### config.mk
export PLATFORM = sky130hd
export DESIGN_NAME = wash_cycle_sequencer_core
export DESIGN_NICKNAME = d
export VERILOG_FILES = /design/src/rtl/core/wcs_pkg.sv /design/src/rtl/core/wcs_state.sv /design/src/rtl/core/wash_cycle_sequencer_core.sv
export SDC_FILE = /design/constraint.sdc
export NUM_CORES = 1
export LEC_CHECK = 0
export ABC_AREA = 1
export BUFFER_PORTS_ARGS = -buffer_cell sky130_fd_sc_hd__buf_2
export CAP_MARGIN = 20
export CORE_MARGIN = 3
export CORE_UTILIZATION = 44
export DETAILED_ROUTE_END_ITERATION = 6
export PLACE_DENSITY = 0.65
export SETUP_SLACK_MARGIN = 0.05
export SLEW_MARGIN = 20
export SYNTH_ARGS = -nofsm -noshare
export SYNTH_HDL_FRONTEND = slang
export SYNTH_SLANG_ARGS = --single-unit
### constraint.sdc
create_clock -name clk_i -period 3.55 [get_ports clk_i]
set_clock_uncertainty 0.05 [all_clocks]
set_input_delay 0.355 -clock clk_i [delete_from_list [all_inputs] [get_ports clk_i]]
set_output_delay 0.355 -clock clk_i [all_outputs]
set_load 0.02 [all_outputs]
### src/rtl/core/wcs_pkg.sv
// ----------------------------------------------------------------------------
// Wash cycle sequencer package
// Shared types, phase codes, duration sets and helper functions.
// ----------------------------------------------------------------------------
package wcs_pkg;

  localparam int NumPhases = 4;
  localparam int IdxW      = $clog2(NumPhases);
  localparam int CntW      = 3;
  localparam int DispW     = 4;
  localparam int LinesW    = 5;
  localparam int PhaseW    = 4;
  localparam int ReqW      = 2;
  localparam int BtnW      = 3;

  localparam logic [7:0]        BcdPortKeep = 8'hE1;
  localparam logic [LinesW-1:0] LineMotor   = 5'b00001;

  typedef enum logic [ReqW-1:0] {
    REQ_TICK  = 2'd0,
    REQ_PRESS = 2'd1,
    REQ_MODE  = 2'd2
  } req_e;

  typedef enum logic [9:0] {
    PH_IDLE    = 10'b0000000001,
    PH_FILL    = 10'b0000000010,
    PH_FILL_P  = 10'b0000000100,
    PH_WASH    = 10'b0000001000,
    PH_WASH_P  = 10'b0000010000,
    PH_RINSE   = 10'b0000100000,
    PH_RINSE_P = 10'b0001000000,
    PH_SPIN    = 10'b0010000000,
    PH_SPIN_P  = 10'b0100000000,
    PH_DONE    = 10'b1000000000
  } phase_e;

  typedef struct packed {
    logic [PhaseW-1:0] phase;
    logic [DispW-1:0]  bcd;
    logic [LinesW-1:0] lines;
  } res_t;

  function automatic logic [CntW-1:0] dur_of(input logic [1:0] set,
                                             input logic [IdxW-1:0] idx);
    logic [CntW-1:0] d;
    case (set)
      2'd0: begin
        case (idx)
          2'd0:    d = 3'd1;
          2'd1:    d = 3'd3;
          2'd2:    d = 3'd2;
          default: d = 3'd3;
        endcase
      end
      2'd1: begin
        case (idx)
          2'd0:    d = 3'd2;
          2'd1:    d = 3'd5;
          2'd2:    d = 3'd4;
          default: d = 3'd5;
        endcase
      end
      default: begin
        case (idx)
          2'd0:    d = 3'd3;
          2'd1:    d = 3'd7;
          2'd2:    d = 3'd5;
          default: d = 3'd6;
        endcase
      end
    endcase
    return d;
  endfunction

  function automatic logic [LinesW-1:0] lines_for(input logic [IdxW-1:0] idx);
    logic [LinesW-1:0] l;
    l = LinesW'(2) << idx;
    if (idx != '0) begin
      l = l | LineMotor;
    end
    return l;
  endfunction

  function automatic logic [DispW-1:0] show_digit(input logic [CntW-1:0] v);
    logic [7:0] port;
    port = (8'(v) << 1) & ~BcdPortKeep;
    return port[4:1];
  endfunction

  function automatic logic [IdxW-1:0] phase_idx(input phase_e ph);
    logic [IdxW-1:0] i;
    case (ph)
      PH_WASH, PH_WASH_P:   i = 2'd1;
      PH_RINSE, PH_RINSE_P: i = 2'd2;
      PH_SPIN, PH_SPIN_P:   i = 2'd3;
      default:              i = 2'd0;
    endcase
    return i;
  endfunction

  function automatic phase_e run_of(input logic [IdxW-1:0] idx);
    phase_e p;
    case (idx)
      2'd0:    p = PH_FILL;
      2'd1:    p = PH_WASH;
      2'd2:    p = PH_RINSE;
      default: p = PH_SPIN;
    endcase
    return p;
  endfunction

  function automatic phase_e pause_of(input logic [IdxW-1:0] idx);
    phase_e p;
    case (idx)
      2'd0:    p = PH_FILL_P;
      2'd1:    p = PH_WASH_P;
      2'd2:    p = PH_RINSE_P;
      default: p = PH_SPIN_P;
    endcase
    return p;
  endfunction

  function automatic logic [PhaseW-1:0] phase_num(input phase_e ph);
    logic [PhaseW-1:0] n;
    unique case (ph)
      PH_IDLE:    n = 4'd0;
      PH_FILL:    n = 4'd1;
      PH_FILL_P:  n = 4'd2;
      PH_WASH:    n = 4'd3;
      PH_WASH_P:  n = 4'd4;
      PH_RINSE:   n = 4'd5;
      PH_RINSE_P: n = 4'd6;
      PH_SPIN:    n = 4'd7;
      PH_SPIN_P:  n = 4'd8;
      PH_DONE:    n = 4'd9;
      default:    n = 4'd0;
    endcase
    return n;
  endfunction

endpackage

### src/rtl/core/wcs_state.sv
// ----------------------------------------------------------------------------
// Wash cycle sequencer state
// Phase machine, phase counters, durations, display and drive lines.
// ----------------------------------------------------------------------------
module wcs_state import wcs_pkg::*; (
  input  logic            clk_i,
  input  logic            rst_ni,
  input  logic            accept_i,
  input  logic [ReqW-1:0] req_type_i,
  input  logic [BtnW-1:0] buttons_i,
  output res_t            res_o
);

  phase_e            phase_q, phase_d;
  logic [CntW-1:0]   cnt_q [NumPhases];
  logic [CntW-1:0]   cnt_d [NumPhases];
  logic [CntW-1:0]   dur_q [NumPhases];
  logic [CntW-1:0]   dur_d [NumPhases];
  logic [DispW-1:0]  disp_q, disp_d;
  logic [LinesW-1:0] lines_q, lines_d;

  logic [IdxW-1:0]   idx;
  logic [CntW-1:0]   cnt_inc;
  logic [1:0]        set;
  logic              running;
  logic              paused;
  logic              below;

  assign idx     = phase_idx(phase_q);
  assign cnt_inc = cnt_q[idx] + CntW'(1);
  assign below   = cnt_q[idx] < dur_q[idx];
  assign running = (phase_q == PH_FILL) || (phase_q == PH_WASH) ||
                   (phase_q == PH_RINSE) || (phase_q == PH_SPIN);
  assign paused  = (phase_q == PH_FILL_P) || (phase_q == PH_WASH_P) ||
                   (phase_q == PH_RINSE_P) || (phase_q == PH_SPIN_P);
  assign set     = buttons_i[0] ? 2'd0 : (buttons_i[1] ? 2'd1 : 2'd2);

  always_comb begin
    phase_d = phase_q;
    cnt_d   = cnt_q;
    dur_d   = dur_q;
    disp_d  = disp_q;
    lines_d = lines_q;
    if (accept_i) begin
      unique case (req_e'(req_type_i))
        REQ_MODE: begin
          if ((phase_q == PH_IDLE) && (buttons_i != '0)) begin
            for (int i = 0; i < NumPhases; i++) begin
              dur_d[i] = dur_of(set, IdxW'(i));
            end
          end
        end
        REQ_PRESS: begin
          if ((phase_q == PH_IDLE) || paused) begin
            phase_d = run_of(idx);
            lines_d = below ? lines_for(idx) : '0;
          end else if (running) begin
            phase_d = pause_of(idx);
            lines_d = '0;
          end
        end
        REQ_TICK: begin
          if (running) begin
            if (below) begin
              cnt_d[idx] = cnt_inc;
              lines_d    = lines_q | lines_for(idx);
              disp_d     = show_digit(cnt_inc);
            end else begin
              lines_d = '0;
              disp_d  = show_digit('0);
              if (idx == 2'd0) begin
                cnt_d[1] = '0;
              end
              phase_d = (idx == 2'd3) ? PH_DONE : run_of(idx + IdxW'(1));
            end
          end else if (phase_q == PH_DONE) begin
            for (int i = 0; i < NumPhases; i++) begin
              cnt_d[i] = '0;
            end
            disp_d  = show_digit('0);
            lines_d = '0;
            phase_d = PH_IDLE;
          end
        end
        default: begin
        end
      endcase
    end
  end

  always_ff @(posedge clk_i or negedge rst_ni) begin
    if (!rst_ni) begin
      phase_q <= PH_IDLE;
      disp_q  <= '0;
      lines_q <= '0;
      for (int i = 0; i < NumPhases; i++) begin
        cnt_q[i] <= '0;
        dur_q[i] <= '0;
      end
    end else begin
      phase_q <= phase_d;
      disp_q  <= disp_d;
      lines_q <= lines_d;
      cnt_q   <= cnt_d;
      dur_q   <= dur_d;
    end
  end

  assign res_o.phase = phase_num(phase_d);
  assign res_o.bcd   = disp_d;
  assign res_o.lines = lines_d;

  a_cnt_within_dur: assert property (@(posedge clk_i) disable iff (!rst_ni)
    (cnt_q[0] <= dur_q[0]) && (cnt_q[1] <= dur_q[1]) &&
    (cnt_q[2] <= dur_q[2]) && (cnt_q[3] <= dur_q[3]))
    else $error("phase count beyond its duration");

  a_lines_only_running: assert property (@(posedge clk_i) disable iff (!rst_ni)
    (lines_q != '0) |-> running)
    else $error("drive lines on outside a running phase");

  a_one_led: assert property (@(posedge clk_i) disable iff (!rst_ni)
    $onehot0(lines_q[4:1]))
    else $error("more than one phase LED on");

  a_idle_clear: assert property (@(posedge clk_i) disable iff (!rst_ni)
    (phase_q == PH_IDLE) |->
      ((cnt_q[0] == '0) && (cnt_q[1] == '0) && (cnt_q[2] == '0) && (cnt_q[3] == '0)))
    else $error("counts not clear in idle");

endmodule

### src/rtl/core/wash_cycle_sequencer_core.sv
// ----------------------------------------------------------------------------
// Wash cycle sequencer core
// An accepted word's result is registered in the output or the skid register.
// Throughput: one word per cycle while the skid register is empty.
// A skid register behind the output takes one word while the output stalls;
// the input then stalls for every cycle in which that skid word is held.
// Reset clears the phase to idle, all counts and durations, display and lines.
// ----------------------------------------------------------------------------
module wash_cycle_sequencer_core import wcs_pkg::*; (
  input  logic            clk_i,
  input  logic            rst_ni,
  input  logic            in_valid_i,
  output logic            in_stall_o,
  input  logic [ReqW-1:0] req_type_i,
  input  logic [BtnW-1:0] buttons_i,
  output logic            out_valid_o,
  input  logic            out_stall_i,
  output logic [PhaseW-1:0] phase_o,
  output logic [DispW-1:0]  bcd_digit_o,
  output logic            motor_on_o,
  output logic            led_fill_o,
  output logic            led_wash_o,
  output logic            led_rinse_o,
  output logic            led_spin_o
);

  res_t res;
  res_t out_q, out_d;
  res_t skid_q, skid_d;
  logic out_valid_q, out_valid_d;
  logic skid_valid_q, skid_valid_d;
  logic in_acc;
  logic out_fire;

  assign in_acc   = in_valid_i & ~skid_valid_q;
  assign out_fire = out_valid_q & ~out_stall_i;

  wcs_state u_state (
    .clk_i      (clk_i),
    .rst_ni     (rst_ni),
    .accept_i   (in_acc),
    .req_type_i (req_type_i),
    .buttons_i  (buttons_i),
    .res_o      (res)
  );

  always_comb begin
    out_d        = out_q;
    skid_d       = skid_q;
    out_valid_d  = out_valid_q;
    skid_valid_d = skid_valid_q;
    if (skid_valid_q) begin
      if (out_fire) begin
        out_d        = skid_q;
        skid_valid_d = 1'b0;
      end
    end else if (in_acc) begin
      if (!out_valid_q || out_fire) begin
        out_d       = res;
        out_valid_d = 1'b1;
      end else begin
        skid_d       = res;
        skid_valid_d = 1'b1;
      end
    end else if (out_fire) begin
      out_valid_d = 1'b0;
    end
  end

  always_ff @(posedge clk_i or negedge rst_ni) begin
    if (!rst_ni) begin
      out_valid_q  <= 1'b0;
      skid_valid_q <= 1'b0;
    end else begin
      out_valid_q  <= out_valid_d;
      skid_valid_q <= skid_valid_d;
    end
  end

  always_ff @(posedge clk_i) begin
    out_q  <= out_d;
    skid_q <= skid_d;
  end

  assign in_stall_o  = skid_valid_q;
  assign out_valid_o = out_valid_q;
  assign phase_o     = out_q.phase;
  assign bcd_digit_o = out_q.bcd;
  assign motor_on_o  = out_q.lines[0];
  assign led_fill_o  = out_q.lines[1];
  assign led_wash_o  = out_q.lines[2];
  assign led_rinse_o = out_q.lines[3];
  assign led_spin_o  = out_q.lines[4];

  a_skid_behind_out: assert property (@(posedge clk_i) disable iff (!rst_ni)
    skid_valid_q |-> out_valid_q)
    else $error("skid entry held while output register empty");

  a_accept_shows: assert property (@(posedge clk_i) disable iff (!rst_ni)
    in_acc |=> out_valid_q)
    else $error("accepted word produced no result");

  a_stall_to_skid: assert property (@(posedge clk_i) disable iff (!rst_ni)
    (in_acc && out_valid_q && out_stall_i) |=> skid_valid_q)
    else $error("word accepted under stall was not queued");

endmodule
# Word-level counts from Yosys, hierarchy flattened
# Index checks and enable logic that the tools add are counted.
dict set report classes {
  n_shift 1
  n_mux 63
  n_eq_ne 31
  bitwise_logic 7
  reduce_logical 30
  n_lt_le_gt_ge 3
  addsub 2
}
# cell count
set ops {}
lappend ops {{two-way mux 10 bit} 7}
lappend ops {{two-way mux 5 bit} 11}
lappend ops {{two-way mux 13 bit} 4}
lappend ops {{one-hot mux 8 bit (3 select lines)} 2}
lappend ops {{one-hot mux 4 bit (9 select lines)} 1}
lappend ops {{two-way mux 3 bit} 9}
lappend ops {{one-hot mux 9 bit (3 select lines)} 1}
lappend ops {{two-way mux 12 bit} 2}
lappend ops {{equality test 10 bit (second input constant)} 2}
lappend ops {{equality test 10 x 2 -> 1 bit (second input constant)} 2}
lappend ops {{equality test 10 x 3 -> 1 bit (second input constant)} 2}
lappend ops {{equality test 10 x 4 -> 1 bit (second input constant)} 2}
lappend ops {{equality test 10 x 5 -> 1 bit (second input constant)} 2}
lappend ops {{equality test 10 x 6 -> 1 bit (second input constant)} 2}
lappend ops {{equality test 10 x 7 -> 1 bit (second input constant)} 2}
lappend ops {{equality test 10 x 8 -> 1 bit (second input constant)} 2}
lappend ops {{equality test 10 x 9 -> 1 bit (second input constant)} 2}
lappend ops {{one-hot mux 10 bit (2 select lines)} 1}
lappend ops {{one-hot mux 3 bit (2 select lines)} 3}
lappend ops {{two-way mux 4 bit} 4}
lappend ops {{binary-select mux 3 bit (select 2 bit)} 2}
lappend ops {{bitwise mux 12 bit} 1}
lappend ops {{AND reduction 3 bit} 4}
lappend ops {{equality test 10 x 1 -> 1 bit (second input constant)} 1}
lappend ops {{other kinds (30)} 66}
dict set report word_totals {
  regBits 71
  elab_cells 156
  out_inout_bits 15
}

# Longest topological paths before layout
dict set report logic_depth {
  ltp_word 20
  depth_mapped 29
  mapped_depth_nobuf 29
}

# Cells and area by module
# A second synthesis with hierarchy kept.
dict set report hier_totals {
  hier_cells 510
  area_unflattened_um2 3866.2
}
# mod area_per_inst_um2 instances cells_per_inst
set modules_own_cells {}
lappend modules_own_cells {wcs_state 2777.7 1 421}
lappend modules_own_cells {wash_cycle_sequencer_core 1088.5 1 89}

# Worst setup path after synthesis
# No wires, ideal clock.
dict set report synth_path {
  path_kind {register to register}
  from {reg u_state.phase_q[0]}
  to {reg out_q (netlist bit phase_o[0]), data pin}
  t_arrival_ns 3.072
  stages_incl_launch_ff 26
  setup_time_ns 0.252
  setup_slack_ns 0.176
  n_path_buf 0
  path_cell_list {dfstp_2 > nor2_1 > nand2_2 > inv_2 > nand3_4 > nand2_4 > nor2_4 > nand2_1 > inv_1 > nand2_1 > nand4_1 > ha_1 > a21oi_1 > nand2_8 > nand2_4 > nand3_1 > nand2_1 > nand2_2 > nand3_2 > nor2_4 > nand3_1 > nand2_1 > nor2_1 > nand2_1 > nand2_1 > nand2_1}
}
# item line
set synth_rtl {}
lappend synth_rtl {{start: declaration} wcs_state.sv:14} ;# phase_e phase_q, phase_d;
lappend synth_rtl {{start signal: assignment} wcs_state.sv:101} ;# phase_q <= phase_d;
lappend synth_rtl {{end signal: assignment} wash_cycle_sequencer_core.sv:81} ;# out_q <= out_d;
lappend synth_rtl {{end: declaration} wash_cycle_sequencer_core.sv:28} ;# res_t out_q, out_d;

==> results.toml <==
[outcome]
status = "finished clean"

[global_route]
track_usage_pct = 21.8
grt_start_max_net_pins = 40
first_global_vias = 3550
antenna_found_initial = 0
grt_pass1_wl_um = 17100
grt_overflow_total = 0

[drt]
drt-total-wl_um = 10800
vias_per_cell = 5.51
first_iter_violations = 257
vias = 3760
first_pass_iters = 5
ant_nets = 0
drc = 0
wl_per_cell_um = 15.9

[timing]
fin_tns_setup_ps = 0
hold_viol_final = 0
maxSlewHeadroom_pct = 40.1
grt_setup_unrepaired = "yes"
layout_min_cycle_time_ps = 3400
timing.final.crit_share_pct = 95.9
clock.fmax_ghz = 0.294
drv_slew = 0
fin_ws_ps = 146
max_slew.worst_pin.slew_ps = 898
setup_viol = 0

[placed_design]
dp.cells = 640
dp_hpwl_um = 7870
pre_cts_ws_ps = -18.0
routabilityCongestion = 0.945
numPortBuffers = 23

[layout]
final_cell_mix = "nand2_1, inv_1, buf_4"
fillers = 783
layout-drive-gt1-share_pct = 31.0
layout.nets = 584
fin_util_pct = 59.1
final_cells = 682
n_antenna_cell = 0
mostFrequentLayoutCell = "nand2_1"
area_growth_pct = 28.2

[logic_synthesis]
synth.net_count = 500
ys_types = 40
avgSynthCellArea_um2 = 7.91
synth_top_cell_by_area = "dfrtp_1"
async_flop_share_pct = 60.0
synth_area_mm2 = 0.00386
netlist_top_cells_area = "dfrtp_1, edfxtp_1, nand2_1"
synth-edff-count = 26
synth_top_area_share_pct = 24.6
yosys_warnings = 0
yosysSeqAreaShare_pct = 45.5
synthCells = 488
ys_seq_elements = 65
ys.flop_type = "dfrtp_1"

[floorplanning]
die_y_um = 99.7
io_pins = 24
dieArea_mm2 = 0.00994
fp-row-count = 33
coreArea_mm2 = 0.00838
start_util_pct = 46.1
die_w_um = 99.7

[min_path]
min_path_type = "in -> async"

[worst_setup_path]
critPathMaxFanout = 5
endpoint_kind = "register"
ff2ff_path_depth = 25
cp.required_ps = 3620
r2r_end = "phase_o[2]"
critPathKind = "reg -> reg"
r2r_slack_ps = 150
r2r-start = "u_state.phase_q[2]"
crit_start = "u_state.phase_q[2]"
critPathLaunchType = "register"
arrival_ps = 3470
cp-endpoint = "phase_o[2]"

[clock_tree]
cts.sinks = 65
cts_tree = "built"
cts_root_buf = "clkbuf_8"
cts_max_path_buffers = 2
clk_latency_ps = 360
clkTransAtPathRegs_ps = 80
htree_num_levels = 3
numCtsBuffers = 9

[job]
maxCapViolCount = 0
-- sequential cells by signal, indices dropped and copies added (netlist names), 4 cells and up --
signal / flops
u_state.dur_q: 6
u_state.cnt_q: 12
phase_o: 4
skid_q: 13
u_state.phase_q: 10
u_state.disp_q: 4
bcd_digit_o: 4
u_state.lines_q: 5
-- cell families (layout without fill, tap and decap cells) --
| logic type | count (synthesis) | in the layout | share of synthesized area [%] |
|---|---|---|---|
| compound gates | 81 | 81 | 12.3 |
| fa+ha+maj | 3 | 3 | 0.972 |
| simple gates | 271 | 273 | 34.3 |
| flops | 65 | 65 | 45.5 |
| buf+inv | 68 | 155 | 6.90 |
-- cell usage after synthesis (2+ instances only) --
master / instances
nand2_1: 129
inv_1: 54
nand3_1: 41
dfrtp_1: 38
nor2_1: 38
o21ai_0: 35
edfxtp_1: 26
nand4_1: 15
a21oi_1: 12
nand2_2: 11
inv_2: 8
nor3_1: 8
nand3_2: 7
o22ai_1: 7
nand2_4: 6
nor2_2: 6
nor2_4: 5
o211ai_1: 5
o31ai_1: 5
o21ai_1: 4
a22oi_1: 3
ha_1: 3
a31oi_1: 2
a32oi_1: 2
buf_4: 2
or2_2: 2
-- stage by stage --
stage               cell area [um2]  hold slack, ps
detailed placement             4290             410
global placement               4290             419
CTS                            4570             103
floorplan                      3860            9.41
finish                         4950            80.2
global route                   4950             142
-- per-layer routing --
metal | part of all wire (%) | GRT usage, %
met1 | 42 | 28.2
met2 | 50 | 35.8
met3 | 5.3 | 4.14
met4 | 2.5 | 8.82
met5 | 0 | 0
-- critical path, cell delays in order, from the launching register on --
cell and delay [ps]:
dfrtp_2 450, nor2_4 180, nand2_4 90, nor2_4 130, nand2_2 80, nand2_4 120
inv_6 50, buf_4 150, o22ai_1 210, nor2_2 80, ha_1 280, nand2_1 60
inv_2 60, nand2_4 80, nand2_8 110, nand2_8 70, o21ai_2 140, nand2_1 70
nand2_2 170, inv_2 80, nand2_4 90, nor2_4 50, nand4_1 120, nand3_1 80
o21ai_1 80, inv_1 40
-- how the worst min path moves through the flow --
stage          slack, ps                  to        startpoint
6_report              80   u_state.cnt_q[10]            rst_ni
5_1_grt              140  u_state.phase_q[9]            rst_ni
4_1_cts              100    u_state.dur_q[1]            rst_ni
3_3_place_gp         420    u_state.dur_q[6]  u_state.dur_q[6]
3_5_place_dp         410    u_state.dur_q[6]  u_state.dur_q[6]
2_1_floorplan          9          in_stall_o            rst_ni
-- area by class of cell --
| class | instances | area [um2] | area share [%] |
|---|---|---|---|
| Clock buffer | 9 | 124 | 2.50 |
| Clock inverter | 7 | 103 | 2.07 |
| Inverter | 64 | 250 | 5.05 |
| Multi-Input combinational cell | 357 | 2050 | 41.4 |
| Sequential cell | 65 | 1760 | 35.6 |
| Tap cell | 105 | 131 | 2.65 |
| Timing Repair Buffer | 75 | 532 | 10.7 |
-- what timing repair did --
action | 4_1_cts | 5_1_grt
pin swaps | 4 | 29
setup endpoints to repair | 2 | 20
gates cloned | 0 | 2
setup buffers | 5 | 19
hold buffers | 0 | 0
gates resized for setup | 5 | 59
Power is not shown: default switching activity piles up to over one toggle a cycle in this logic, so the estimate is an artifact.
